File: src/hdl/eqfe_pkg.sv
// Shared types, constants and helpers for the eigen quadratic form engine.
// No dependencies; imported by every other file except eqfe_ram.
`default_nettype none
package eqfe_pkg;
  localparam int MAX_SIZE  = 16;
  localparam int FRAC_BITS = 16;
  localparam int IDX_W     = $clog2(MAX_SIZE);
  localparam int CNT_W     = $clog2(MAX_SIZE + 1);
  localparam int DRAIN_CYC = MAX_SIZE + 4;

  localparam logic [1:0] OP_LOAD_MATRIX = 2'd0;
  localparam logic [1:0] OP_LOAD_WEIGHT = 2'd1;
  localparam logic [1:0] OP_DATA        = 2'd2;

  localparam logic CFG_RESULT_MODE = 1'b0;
  localparam logic CFG_SIZE_IN_USE = 1'b1;

  typedef struct packed {
    logic [1:0]         op;
    logic [3:0]         row_index;
    logic [3:0]         column_index;
    logic signed [31:0] value;
    logic               last;
  } in_item_t;

  typedef struct packed {
    logic signed [63:0] result_value;
    logic [3:0]         result_index;
    logic               result_last;
  } out_item_t;

  // data element travelling down the cell chain
  typedef struct packed {
    logic               valid;
    logic [IDX_W-1:0]   row;
    logic signed [31:0] x;
    logic [CNT_W-1:0]   n;
  } tok_t;

  // broadcast control from the sequencer to every cell
  typedef struct packed {
    logic               clear;
    logic               fin;
    logic [IDX_W-1:0]   rd_row;
    logic               ld_en;
    logic [IDX_W-1:0]   ld_row;
    logic [IDX_W-1:0]   ld_col;
    logic signed [31:0] ld_data;
    logic               acc_we;
    logic [IDX_W-1:0]   acc_sel;
    logic signed [63:0] acc_data;
  } ctl_t;

  function automatic logic signed [63:0] sat_add(input logic signed [63:0] a,
                                                 input logic signed [63:0] b);
    logic signed [64:0] s;
    s = {a[63], a} + {b[63], b};
    if (s[64] != s[63]) begin
      sat_add = s[64] ? {1'b1, 63'd0} : {1'b0, {63{1'b1}}};
    end else begin
      sat_add = s[63:0];
    end
  endfunction
endpackage
`default_nettype wire

File: src/hdl/eqfe_qmul.sv
// Multi-cycle Q-format multiplier: 64x64 magnitude product from four 32x32
// partial products, floor shift by FRAC_BITS, saturation. Uses eqfe_pkg.
`default_nettype none
module eqfe_qmul import eqfe_pkg::*; (
  input  wire logic               clk,
  input  wire logic               rst,
  input  wire logic               start,
  input  wire logic signed [63:0] a,
  input  wire logic signed [63:0] b,
  output logic                    done,
  output logic signed [63:0]      y
);
  localparam int TW = 128 - FRAC_BITS + 1;

  logic [63:0]  xm, ym;
  logic         neg;
  logic [2:0]   step;
  logic         run;
  logic [63:0]  pp;
  logic [6:0]   pp_sh;
  logic [127:0] prod;
  logic [31:0]  xs, ys;
  logic [6:0]   sh_now;
  logic [63:0]  qlo;
  logic         qhi_nz, rem;
  logic [TW-1:0] t;
  logic signed [63:0] fin;

  always_comb begin
    unique case (step)
      3'd1:    begin xs = xm[31:0];  ys = ym[31:0];  sh_now = 7'd0;  end
      3'd2:    begin xs = xm[31:0];  ys = ym[63:32]; sh_now = 7'd32; end
      3'd3:    begin xs = xm[63:32]; ys = ym[31:0];  sh_now = 7'd32; end
      3'd4:    begin xs = xm[63:32]; ys = ym[63:32]; sh_now = 7'd64; end
      default: begin xs = 32'd0;     ys = 32'd0;     sh_now = 7'd0;  end
    endcase
  end

  always_comb begin
    qlo    = prod[63+FRAC_BITS:FRAC_BITS];
    qhi_nz = |prod[127:64+FRAC_BITS];
    rem    = |prod[FRAC_BITS-1:0];
    t      = {1'b0, prod[127:FRAC_BITS]} + TW'(rem);
    if (!neg) begin
      fin = (qhi_nz || qlo[63]) ? {1'b0, {63{1'b1}}} : $signed(qlo);
    end else if (|t[TW-1:63]) begin
      fin = {1'b1, 63'd0};
    end else begin
      fin = -$signed(t[63:0]);
    end
  end

  always_ff @(posedge clk) begin
    if (rst) begin
      run  <= 1'b0;
      step <= 3'd0;
      done <= 1'b0;
    end else begin
      done <= 1'b0;
      if (start) begin
        run  <= 1'b1;
        step <= 3'd1;
      end else if (run) begin
        if (step == 3'd6) begin
          run  <= 1'b0;
          done <= 1'b1;
          step <= 3'd0;
        end else begin
          step <= step + 3'd1;
        end
      end
    end
  end

  always_ff @(posedge clk) begin
    if (start) begin
      xm   <= a[63] ? 64'd0 - 64'(a) : 64'(a);
      ym   <= b[63] ? 64'd0 - 64'(b) : 64'(b);
      neg  <= a[63] != b[63];
      prod <= 128'd0;
    end else if (run) begin
      pp    <= 64'(xs) * 64'(ys);
      pp_sh <= sh_now;
      if (step >= 3'd2 && step <= 3'd5) begin
        prod <= prod + (128'(pp) << pp_sh);
      end
      if (step == 3'd6) begin
        y <= fin;
      end
    end
  end
endmodule
`default_nettype wire

File: config.mk
export PLATFORM = sky130hd
export DESIGN_NAME = eqfe_qmul
export DESIGN_NICKNAME = d
export VERILOG_FILES = /design/src/hdl/eqfe_pkg.sv /design/src/hdl/eqfe_qmul.sv
export SDC_FILE = /design/constraint.sdc
export NUM_CORES = 2
export LEC_CHECK = 0
export BUFFER_PORTS_ARGS = -buffer_cell sky130_fd_sc_hd__buf_2
export CAP_MARGIN = 25
export CORE_ASPECT_RATIO = 1.75
export CORE_MARGIN = 5
export CORE_UTILIZATION = 56
export DETAILED_ROUTE_END_ITERATION = 10
export MAX_ROUTING_LAYER = met4
export PLACE_DENSITY_LB_ADDON = 0.1
export SYNTH_ARGS = -nofsm -noshare
export SYNTH_HDL_FRONTEND = slang
export SYNTH_SLANG_ARGS = --single-unit
File: constraint.sdc
create_clock -name clk -period 15.3 [get_ports clk]
set_input_delay 0 -clock clk [delete_from_list [all_inputs] [get_ports clk]]
set_output_delay 0 -clock clk [all_outputs]
set_load 0.05 [all_outputs]
==> key figures <==
Cells and area
  – Fillers: 9245
  – Nets: 8994
  – Finished Cell Area: 0.0688 mm^2
  – Layout cell share with drive strength beyond 1: 6.84%
  – Layout Area Growth over Synthesis: 10.1%

Clock tree
  – # Post-CTS Setup Buffers: 0
  – Post_cts resized: 0
  – Clock buffer depth: 3
  – Clock latency on the worst-skew pair: 0.67 ns
  – TritonCTS buffer count: 42
  – CTS tree: yes
  – CTS HTree Levels: 2
  – Clock Sinks: 392
  – Clock transition at path regs: 0.07 ns
  – Clock Tree Root: clkbuf_16
  – Hold-fix buffers, CTS: 213

Power
  – Pleak: 30.5 nW
  – Pwr Total: 6.41 mW
  – VDD IR max: 0.000101 V
  – Pwr Density: 93.2 mW/mm^2

Timing
  – Setup ws final: 4.34 ns
  – Final setup viols: 0
  – Fin crit period: 10.96 ns
  – Worst slew margin: 12.0%
  – RSZ-0062 raised after global routing: no
  – Fmax: 91.2 MHz
  – Final number of hold-violating endpoints: 0
  – Max Slew Vio Count: 0
  – Worst clock skew: 0.0476 ns
  – Slew @ Worst Pin: 1.31 ns
  – Final period util: 71.6%
  – Setup tns final: 0 ns

Min path
  – Hold EP: xm[0]
  – Hold Startpoint: a[0]
  – Hold Path Class: in -> reg
  – Hold path depth: 2

Synthesis
  – Most common library cells after synthesis: inv_1, nand2_1, fa_1
  – Ys flop type: edfxtp_1
  – Post-synth top area cell: fa_1
  – Avg Cell Area, Syn: 8.50 um^2
  – Yosys warns: 0
  – Cells after synthesis: 7362
  – Synth cell types: 93
  – Most common cell in the netlist: inv_1
  – Number of synthesized flops with an enable pin: 259
  – Largest cells by area after synthesis: fa_1, edfxtp_1, ha_1
  – Mapped Nets: 8787
  – Synthesized area: 0.0625 mm^2
  – Asr flop ratio synth: 0%
  – #FFs+latches synth: 392
  – Seq/Total Area, Yosys: 16.7%
  – Synth top area share: 28.7%

Die
  – Die Y: 452 um
  – Initial Util: 56.2%
  – Rows: 162
  – # IOs: 196
  – Core area: 0.111 mm^2
  – Width of the die: 263 um
  – Full die area: 0.119 mm^2

Drt
  – Via/cell ratio: 6.46
  – Final WL: 275 mm
  – Vias: 58700
  – Detail Route Antenna Nets: 0
  – Drt drc: 0
  – Initial DRC Count: 6047
  – Pre-Repair DR Iteration Count: 6
  – DR WL/cell: 30.3 um

Critical path
  – Critical path class: reg -> reg
  – CP endpoint kind: register
  – Cells on worst reg2reg path: 34
  – Critical register-to-register path startpoint: step[2]
  – R2R setup slack: 4.34 ns
  – Req. time, crit path: 15.70 ns
  – Crit path max-delay cell type: a22o_1
  – End of the worst register-to-register path: pp[61]
  – Startpoint types: register
  – Worst stage delay on the critical path: 0.73 ns
  – Crit path DAT: 11.36 ns
  – Maximum fanout along the worst path: 64

Global route
  – Total track usage: 46.9%
  – Largest net degree at the start of global routing: 72
  – Wire length of the first global-routing pass: 398 mm
  – Vias in the first global route: 61400
  – Remaining Overflow, GRT: 0
  – Initial antenna violation count: 8

Flow run
  – Max-Cap Viols: 0

Placement
  – DPL Wire Length: 213 mm
  – PortBufs: 195
  – Routability cong.: 1.07
  – DP Area: 0.0651 mm^2
  – Dpl ws: 4.56 ns

Run status
  – Status: finished clean
[sequential cells by signal, indices dropped and copies added, names as in the netlist]
signal	cells
pp	64
y	64
run	1
step	3
prod	128
pp_sh	2
neg	1
done	1
xm	64
ym	64
[metrics by stage]
step / instances / hold WS [ns] / utilization [%]
floorplan: 7362 / 0.0691 / -
global placement: 8775 / 0.202 / 58.5
detailed placement: 8779 / 0.207 / 58.5
CTS: 9069 / 0.0897 / 61.8
global route: 9084 / 0.158 / 61.9
finish: 9086 / 0.144 / 61.9
[layout make-up]
cell class / instances / area [um^2] / share of cell area [%]
antenna: 8 / 20.0 / 0.0291
clock buffer: 42 / 1050 / 1.53
clock inverter: 35 / 429 / 0.623
inverter: 1010 / 3790 / 5.51
multi-input combinational: 5554 / 46900 / 68.1
sequential: 392 / 10400 / 15.2
tap: 1476 / 1850 / 2.68
timing repair buffer: 569 / 4360 / 6.33
[placed cells by master (no fill, tap or decap), types with 121 or more instances in the layout]
cell,n
a21oi_1,379
buf_2,194
buf_4,155
dfxtp_1,133
dlygate4sd3_1,214
edfxtp_1,259
fa_1,897
ha_1,397
inv_1,1008
nand2_1,930
nor2_1,803
nor3_1,121
o21ai_0,236
xnor2_1,305
[critical path, delay by kind of cell, from the launching register on]
family | cells | cell delay [ns]
AND/OR/NAND/NOR | 4 | 0.76
AO/OA/AOI/OAI | 11 | 3.54
adder cells (fa/ha/maj) | 9 | 4.53
flip-flops | 1 | 0.60
XOR/XNOR | 1 | 0.10
buffers and inverters | 9 | 1.10
[cell families after synthesis]
kind of cell             count (synthesis)  synth area share (%)
buffers and inverters                 1416                  8.55
flip-flops                             392                  16.7
XOR/XNOR                               390                  5.46
AO/OA/AOI/OAI                         1290                  13.5
AND/OR/NAND/NOR                       2534                  18.4
adder cells (fa/ha/maj)               1294                  36.7
multiplexers                            46                 0.742
[report_power, final]
part | switching (mW) | leakage, nW | internal [mW]
Sequential | 0.119 | 3.54 | 1.31
Combinational | 2.49 | 26.2 | 1.34
Clock | 0.532 | 0.726 | 0.619
[worst max path at each step]
stage / start / end / slack [ns] / cells past startpoint
after floorplan: step[1] / pp[61] / 5.86 / 38
after global placement: step[2] / pp[61] / 4.63 / 34
after detailed placement: step[2] / pp[61] / 4.56 / 34
after CTS: step[2] / pp[61] / 4.58 / 34
after global routing: step[2] / pp[61] / 3.97 / 34
final: step[2] / pp[61] / 4.34 / 34
[metal layers]
metal | part of all wire (%) | GRT usage [%] | up-vias | routed length [um]
li1 | - | - | 24700 | -
met1 | 28 | 41.7 | 28300 | 77900
met2 | 48 | 78.2 | 3879 | 133000
met3 | 7.5 | 8.34 | 1730 | 20700
met4 | 16 | 53.7 | 0 | 43700
met5 | 0 | - | - | 0
Note: power is estimated with default switching activity, not from simulation.
