File: src/hdl/eqfe_pkg.sv
// Shared types, constants and helpers for the eigen quadratic form engine.
// No dependencies; imported by every other file except eqfe_ram.
`default_nettype none
package eqfe_pkg;
  localparam int MAX_SIZE  = 16;
  localparam int FRAC_BITS = 16;
  localparam int IDX_W     = $clog2(MAX_SIZE);
  localparam int CNT_W     = $clog2(MAX_SIZE + 1);
  localparam int DRAIN_CYC = MAX_SIZE + 4;

  localparam logic [1:0] OP_LOAD_MATRIX = 2'd0;
  localparam logic [1:0] OP_LOAD_WEIGHT = 2'd1;
  localparam logic [1:0] OP_DATA        = 2'd2;

  localparam logic CFG_RESULT_MODE = 1'b0;
  localparam logic CFG_SIZE_IN_USE = 1'b1;

  typedef struct packed {
    logic [1:0]         op;
    logic [3:0]         row_index;
    logic [3:0]         column_index;
    logic signed [31:0] value;
    logic               last;
  } in_item_t;

  typedef struct packed {
    logic signed [63:0] result_value;
    logic [3:0]         result_index;
    logic               result_last;
  } out_item_t;

  // data element travelling down the cell chain
  typedef struct packed {
    logic               valid;
    logic [IDX_W-1:0]   row;
    logic signed [31:0] x;
    logic [CNT_W-1:0]   n;
  } tok_t;

  // broadcast control from the sequencer to every cell
  typedef struct packed {
    logic               clear;
    logic               fin;
    logic [IDX_W-1:0]   rd_row;
    logic               ld_en;
    logic [IDX_W-1:0]   ld_row;
    logic [IDX_W-1:0]   ld_col;
    logic signed [31:0] ld_data;
    logic               acc_we;
    logic [IDX_W-1:0]   acc_sel;
    logic signed [63:0] acc_data;
  } ctl_t;

  function automatic logic signed [63:0] sat_add(input logic signed [63:0] a,
                                                 input logic signed [63:0] b);
    logic signed [64:0] s;
    s = {a[63], a} + {b[63], b};
    if (s[64] != s[63]) begin
      sat_add = s[64] ? {1'b1, 63'd0} : {1'b0, {63{1'b1}}};
    end else begin
      sat_add = s[63:0];
    end
  endfunction
endpackage
`default_nettype wire

File: src/hdl/eqfe_ram.sv
// Generic simple dual-port RAM with registered read.
// No dependencies.
`default_nettype none
module eqfe_ram #(
  parameter int WIDTH = 32,
  parameter int DEPTH = 16
) (
  input  wire logic                     clk,
  input  wire logic                     we,
  input  wire logic [$clog2(DEPTH)-1:0] waddr,
  input  wire logic [WIDTH-1:0]         wdata,
  input  wire logic [$clog2(DEPTH)-1:0] raddr,
  output logic      [WIDTH-1:0]         rdata
);
  logic [WIDTH-1:0] mem [DEPTH];

  always_ff @(posedge clk) begin
    if (we) begin
      mem[waddr] <= wdata;
    end
    rdata <= mem[raddr];
  end
endmodule
`default_nettype wire

File: src/hdl/eqfe_cell.sv
// One chain cell: holds matrix column j and projection accumulator r_j,
// multiplies the passing data element and hands it on. Uses eqfe_pkg, eqfe_ram.
`default_nettype none
module eqfe_cell import eqfe_pkg::*; (
  input  wire logic               clk,
  input  wire logic               rst,
  input  wire logic [IDX_W-1:0]   idx,
  input  wire ctl_t               ctl,
  input  wire tok_t               tok_in,
  output tok_t                    tok_out,
  output logic signed [31:0]      rd_data,
  output logic signed [63:0]      acc
);
  tok_t               tok1;
  logic               en2;
  logic signed [63:0] prod;
  logic [31:0]        ram_q;

  eqfe_ram #(.WIDTH(32), .DEPTH(MAX_SIZE)) u_col (
    .clk   (clk),
    .we    (ctl.ld_en && ctl.ld_col == idx),
    .waddr (ctl.ld_row),
    .wdata (ctl.ld_data),
    .raddr (ctl.fin ? ctl.rd_row : tok_in.row),
    .rdata (ram_q)
  );

  assign rd_data = $signed(ram_q);

  always_ff @(posedge clk) begin
    if (rst) begin
      tok_out.valid <= 1'b0;
      tok1.valid    <= 1'b0;
      en2           <= 1'b0;
    end else begin
      tok_out.valid <= tok_in.valid;
      tok1.valid    <= tok_in.valid;
      en2           <= tok1.valid && ({1'b0, idx} < tok1.n);
    end
  end

  always_ff @(posedge clk) begin
    tok_out.row <= tok_in.row;
    tok_out.x   <= tok_in.x;
    tok_out.n   <= tok_in.n;
    tok1.row    <= tok_in.row;
    tok1.x      <= tok_in.x;
    tok1.n      <= tok_in.n;
    prod        <= rd_data * tok1.x;
  end

  // clear wins over a write-back, which wins over accumulation
  always_ff @(posedge clk) begin
    if (rst || ctl.clear) begin
      acc <= 64'sd0;
    end else if (ctl.acc_we && ctl.acc_sel == idx) begin
      acc <= ctl.acc_data;
    end else if (en2) begin
      acc <= sat_add(acc, prod >>> FRAC_BITS);
    end
  end
endmodule
`default_nettype wire

File: config.mk
export PLATFORM = sky130hd
export DESIGN_NAME = eqfe_cell
export DESIGN_NICKNAME = d
export VERILOG_FILES = /design/src/hdl/eqfe_pkg.sv /design/src/hdl/eqfe_ram.sv /design/src/hdl/eqfe_cell.sv
export SDC_FILE = /design/constraint.sdc
export NUM_CORES = 2
export LEC_CHECK = 0
export BUFFER_PORTS_ARGS = -buffer_cell sky130_fd_sc_hd__buf_4
export CAP_MARGIN = 5
export CELL_PAD_IN_SITES_DETAIL_PLACEMENT = 0
export CELL_PAD_IN_SITES_GLOBAL_PLACEMENT = 1
export CORE_MARGIN = 2
export CORE_UTILIZATION = 50
export DETAILED_ROUTE_END_ITERATION = 12
export GPL_TIMING_DRIVEN = 0
export PLACE_DENSITY = 0.87
export SLEW_MARGIN = 0
export SYNTH_ARGS = -nofsm -noshare
export SYNTH_HDL_FRONTEND = slang
export SYNTH_HIERARCHICAL = 1
export SYNTH_SLANG_ARGS = --single-unit
File: constraint.sdc
create_clock -name clk -period 10 [get_ports clk]
set_input_delay 1.5 -clock clk [delete_from_list [all_inputs] [get_ports clk]]
set_output_delay 1.5 -clock clk [all_outputs]
set_load 0.01 [all_outputs]
==> flow_metrics.tcl <==
set metrics [dict create \
    status "complete, no violations" \
    vias_per_cell 5.84 \
    ys.flop_type "edfxtp_1" \
    place_area_mm2 0.0695 \
    r2r_end "prod[63]$_DFF_P_" \
    cts_hold_buf 0 \
    initial_core_util_pct 50.5 \
    grt_usage_pct 31.7 \
    vias 45800 \
    tritoncts "done" \
    dp_hpwl_mm 165 \
    async_flop_share_pct 0 \
    antenna_found_initial 15 \
    die_h_um 363 \
    ant_nets 0 \
    grtUsageMet1_pct 40.8 \
    die_area_mm2 0.132 \
    synth_area_mm2 0.0646 \
    grt_max_degree 26 \
    crit_fanout 10 \
    routedWlPerCell_um 26.2 \
    coreArea_mm2 0.128 \
    area_delta_synth_final_pct 11.7 \
    cts_buffers 75 \
    stdcell_area_mm2 0.0722 \
    synthCells 5708 \
    r2r-start "u_col/rdata[13]$_DFF_P_" \
    path_class "flop to flop" \
    use_met2_pct 49.8 \
    fp-row-count 131 \
    crit_top_cell "fa_1" \
    top_usage_layer "met2" \
    drive_gt1_share_pct 12.1 \
    drc 0 \
    max-slew-margin-rel_pct 26.9 \
    ys_ff_latch 699 \
    drt_iter0_drc 4405 \
    yosysSeqAreaShare_pct 29.6 \
    skew_ns 0.0559 \
    gp_congestion 1.01 \
    hp-start "tok1[41]$_SDFF_PP0_" \
    cap_violations 0 \
    hold_path.class "flop to flop" \
    reg2reg_slack_ns 0.26 \
    cp_data_required_time_ns 10.53 \
    pin_count 302 \
    final_nets 7607 \
    arrival_ns 10.28 \
    cts.path.max_buffers 3 \
    h-tree-depth 3 \
    cts.sinks 699 \
    period_needed_ns 9.74 \
    drv_slew 0 \
    synth.net_count 7201 \
    dr.pass1.iters 6 \
    finalSetupViolCount 0 \
    fill_cells 10600 \
    grt_remaining_overflow 0 \
    port_buffers 301 \
    tightest_slew_ns 1.09 \
    rsz0062_at_grt "yes" \
    min_to "en2$_SDFF_PP0_" \
    finalCritPeriodShare_pct 97.4 \
    slowest_stage "clkbuf_1" \
    grt_pass1_vias 47700 \
    end_kind "flop" \
    clockRootBuffer "clkbuf_16" \
    syn_area_per_cell_um2 11.3 \
    fmax_mhz 103 \
    slowest_delay_ns 0.79 \
    insertion_delay_ns 0.73 \
    start_kind "flop" \
    final_util_pct 56.4 \
    grt_pass1_wl_mm 306 \
    reg2regPathDepth 26 \
    synth.distinct_cells 83 \
    yosys_warnings 6 \
    routed_wl_mm 206 \
    cts.clk_slew.worst_paths_ns 0.06 \
    gr-usage-met3_pct 7.33 \
    synth_edf_count 512 \
    hold_violations 0 \
    hold_depth 1 \
    die_x_um 363 \
]
[Yosys cell counts (4+ instances only)]
| cell | instances | area, um2 |
|---|---|---|
| fa_1 | 1082 | 21700 |
| inv_1 | 1021 | 3830 |
| nand2_1 | 708 | 2660 |
| and2_1 | 518 | 3240 |
| edfxtp_1 | 512 | 15400 |
| clkbuf_1 | 250 | 938 |
| ha_1 | 247 | 3090 |
| dfxtp_1 | 187 | 3740 |
| mux4_2 | 128 | 2880 |
| o21ai_0 | 121 | 606 |
| a21oi_1 | 120 | 601 |
| nor2_1 | 106 | 398 |
| xnor2_1 | 87 | 762 |
| a22oi_1 | 66 | 495 |
| a21o_1 | 53 | 398 |
| xor2_1 | 36 | 315 |
| a221oi_2 | 35 | 526 |
| nor3_1 | 29 | 145 |
| nand3_1 | 27 | 135 |
| a221oi_1 | 26 | 228 |
| nand4_1 | 24 | 150 |
| nand2b_1 | 23 | 144 |
| a31oi_1 | 20 | 125 |
| nor2b_1 | 19 | 119 |
| o211ai_1 | 18 | 135 |
| o21bai_1 | 18 | 135 |
| buf_2 | 17 | 85.1 |
| a211oi_1 | 16 | 120 |
| buf_4 | 14 | 105 |
| or3_1 | 13 | 81.3 |
| and3_1 | 12 | 75.1 |
| and4_1 | 12 | 105 |
| o21a_1 | 12 | 90.1 |
| buf_1 | 10 | 37.5 |
| o31ai_1 | 10 | 75.1 |
| nand3b_1 | 8 | 60.1 |
| o22ai_1 | 7 | 43.8 |
| a21boi_0 | 6 | 45.0 |
| or2_2 | 6 | 37.5 |
| a41oi_1 | 5 | 43.8 |
| buf_6 | 5 | 56.3 |
| nor4_1 | 5 | 31.3 |
| a211o_1 | 4 | 35.0 |
| mux2_2 | 4 | 45.0 |
| nor3b_1 | 4 | 30.0 |
[registers in the layout (all words and copies together) (netlist names)]
signal,cells
u_col/mem,512
acc,64
prod,48
tok1,38
u_col/rdata,32
tok_out,4
en2,1
[through the flow]
step           hold WS [ns]  setup TNS, ns  instances  setup slack (ns)
6_report              0.484              0       7845             0.257
5_1_grt               0.503        -0.0848       7841           -0.0848
4_1_cts               0.483              0       7836           0.00156
3_5_place_dp          0.475          -1.65       7697            -0.778
2_1_floorplan         0.468              0       5708              1.92
3_3_place_gp          0.466          -1.40       7671            -0.737
[metal layers]
layer | vias to the layer above | routed length (um)
met5 | - | 80
met4 | 12 | 13200
met3 | 619 | 20300
met2 | 2676 | 95300
met1 | 23400 | 76800
li1 | 19100 | -
[worst max path at each step]
stage                                   to                    start  slack, ns
final                     prod[63]$_DFF_P_  u_col/rdata[13]$_DFF_P_       0.26
after global routing      prod[63]$_DFF_P_         tok1[12]$_DFF_P_      -0.08
after CTS                 prod[63]$_DFF_P_          tok1[8]$_DFF_P_      0.002
after detailed placement  prod[63]$_DFF_P_          tok1[7]$_DFF_P_      -0.78
after global placement    prod[63]$_DFF_P_          tok1[7]$_DFF_P_      -0.74
after floorplan           prod[61]$_DFF_P_  u_col/rdata[31]$_DFF_P_       1.92
[critical path, delay by kind of cell, from the launching register on]
family	cells	cell delay (ns)
buffers and inverters	6	1.30
xor gates and xnor gates	1	0.48
AOI/OAI and AO/OA	7	2.41
adders and majority gates	9	4.01
DFF	1	0.71
and+or+nand+nor	3	0.63
[final cells by class]
| class | count | area (um2) | share of cell area (%) |
|---|---|---|---|
| diodes | 7 | 17.5 | 0.0243 |
| plain buffers | 296 | 1280 | 1.78 |
| clock buffers | 107 | 2110 | 2.92 |
| clock inverters | 32 | 447 | 0.619 |
| inverters | 1021 | 3830 | 5.31 |
| multi-input cells | 3692 | 40600 | 56.2 |
| flip-flops and latches | 699 | 19100 | 26.5 |
| well taps | 1662 | 2080 | 2.88 |
| repair buffers | 329 | 2690 | 3.72 |
[cell families (layout without fill, tap and decap cells)]
family	count (synthesis)	count (layout)	share of synthesized area, %
other	0	7	0
flip-flops	699	699	29.6
XOR/XNOR	123	123	1.67
AO/OA/AOI/OAI	581	581	6.39
adder cells (fa/ha/maj)	1329	1329	38.3
multiplexers	136	136	4.61
buffers and inverters	1317	1785	7.82
AND/OR/NAND/NOR	1523	1523	11.6
[layout by cell type, fill, tap and decap left out, drive strengths merged, types with 23 or more instances in the layout]
master / netlist / final
o21ai: 126 / 126
nand4: 24 / 24
nand2: 708 / 708
clkbuf: 250 / 356
a221oi: 61 / 61
edfxtp: 512 / 512
mux4: 128 / 128
nor2: 106 / 106
nor3: 29 / 29
buf: 46 / 375
fa: 1082 / 1082
inv: 1021 / 1028
xnor2: 87 / 87
and2: 518 / 518
nand3: 27 / 27
ha: 247 / 247
dfxtp: 187 / 187
xor2: 36 / 36
a21oi: 125 / 125
a22oi: 66 / 66
a21o: 53 / 53
nand2b: 23 / 23
[timing repair]
item | in CTS | in global routing
pin swaps | 0 | 1
hold endpoints to repair | 0 | 0
endpoints found under the setup margin | 5 | 6
buffers inserted | 0 | 2
gates resized for setup | 16 | 82
Power is not shown: default switching activity piles up to over one toggle a cycle in this logic, so the estimate is an artifact.
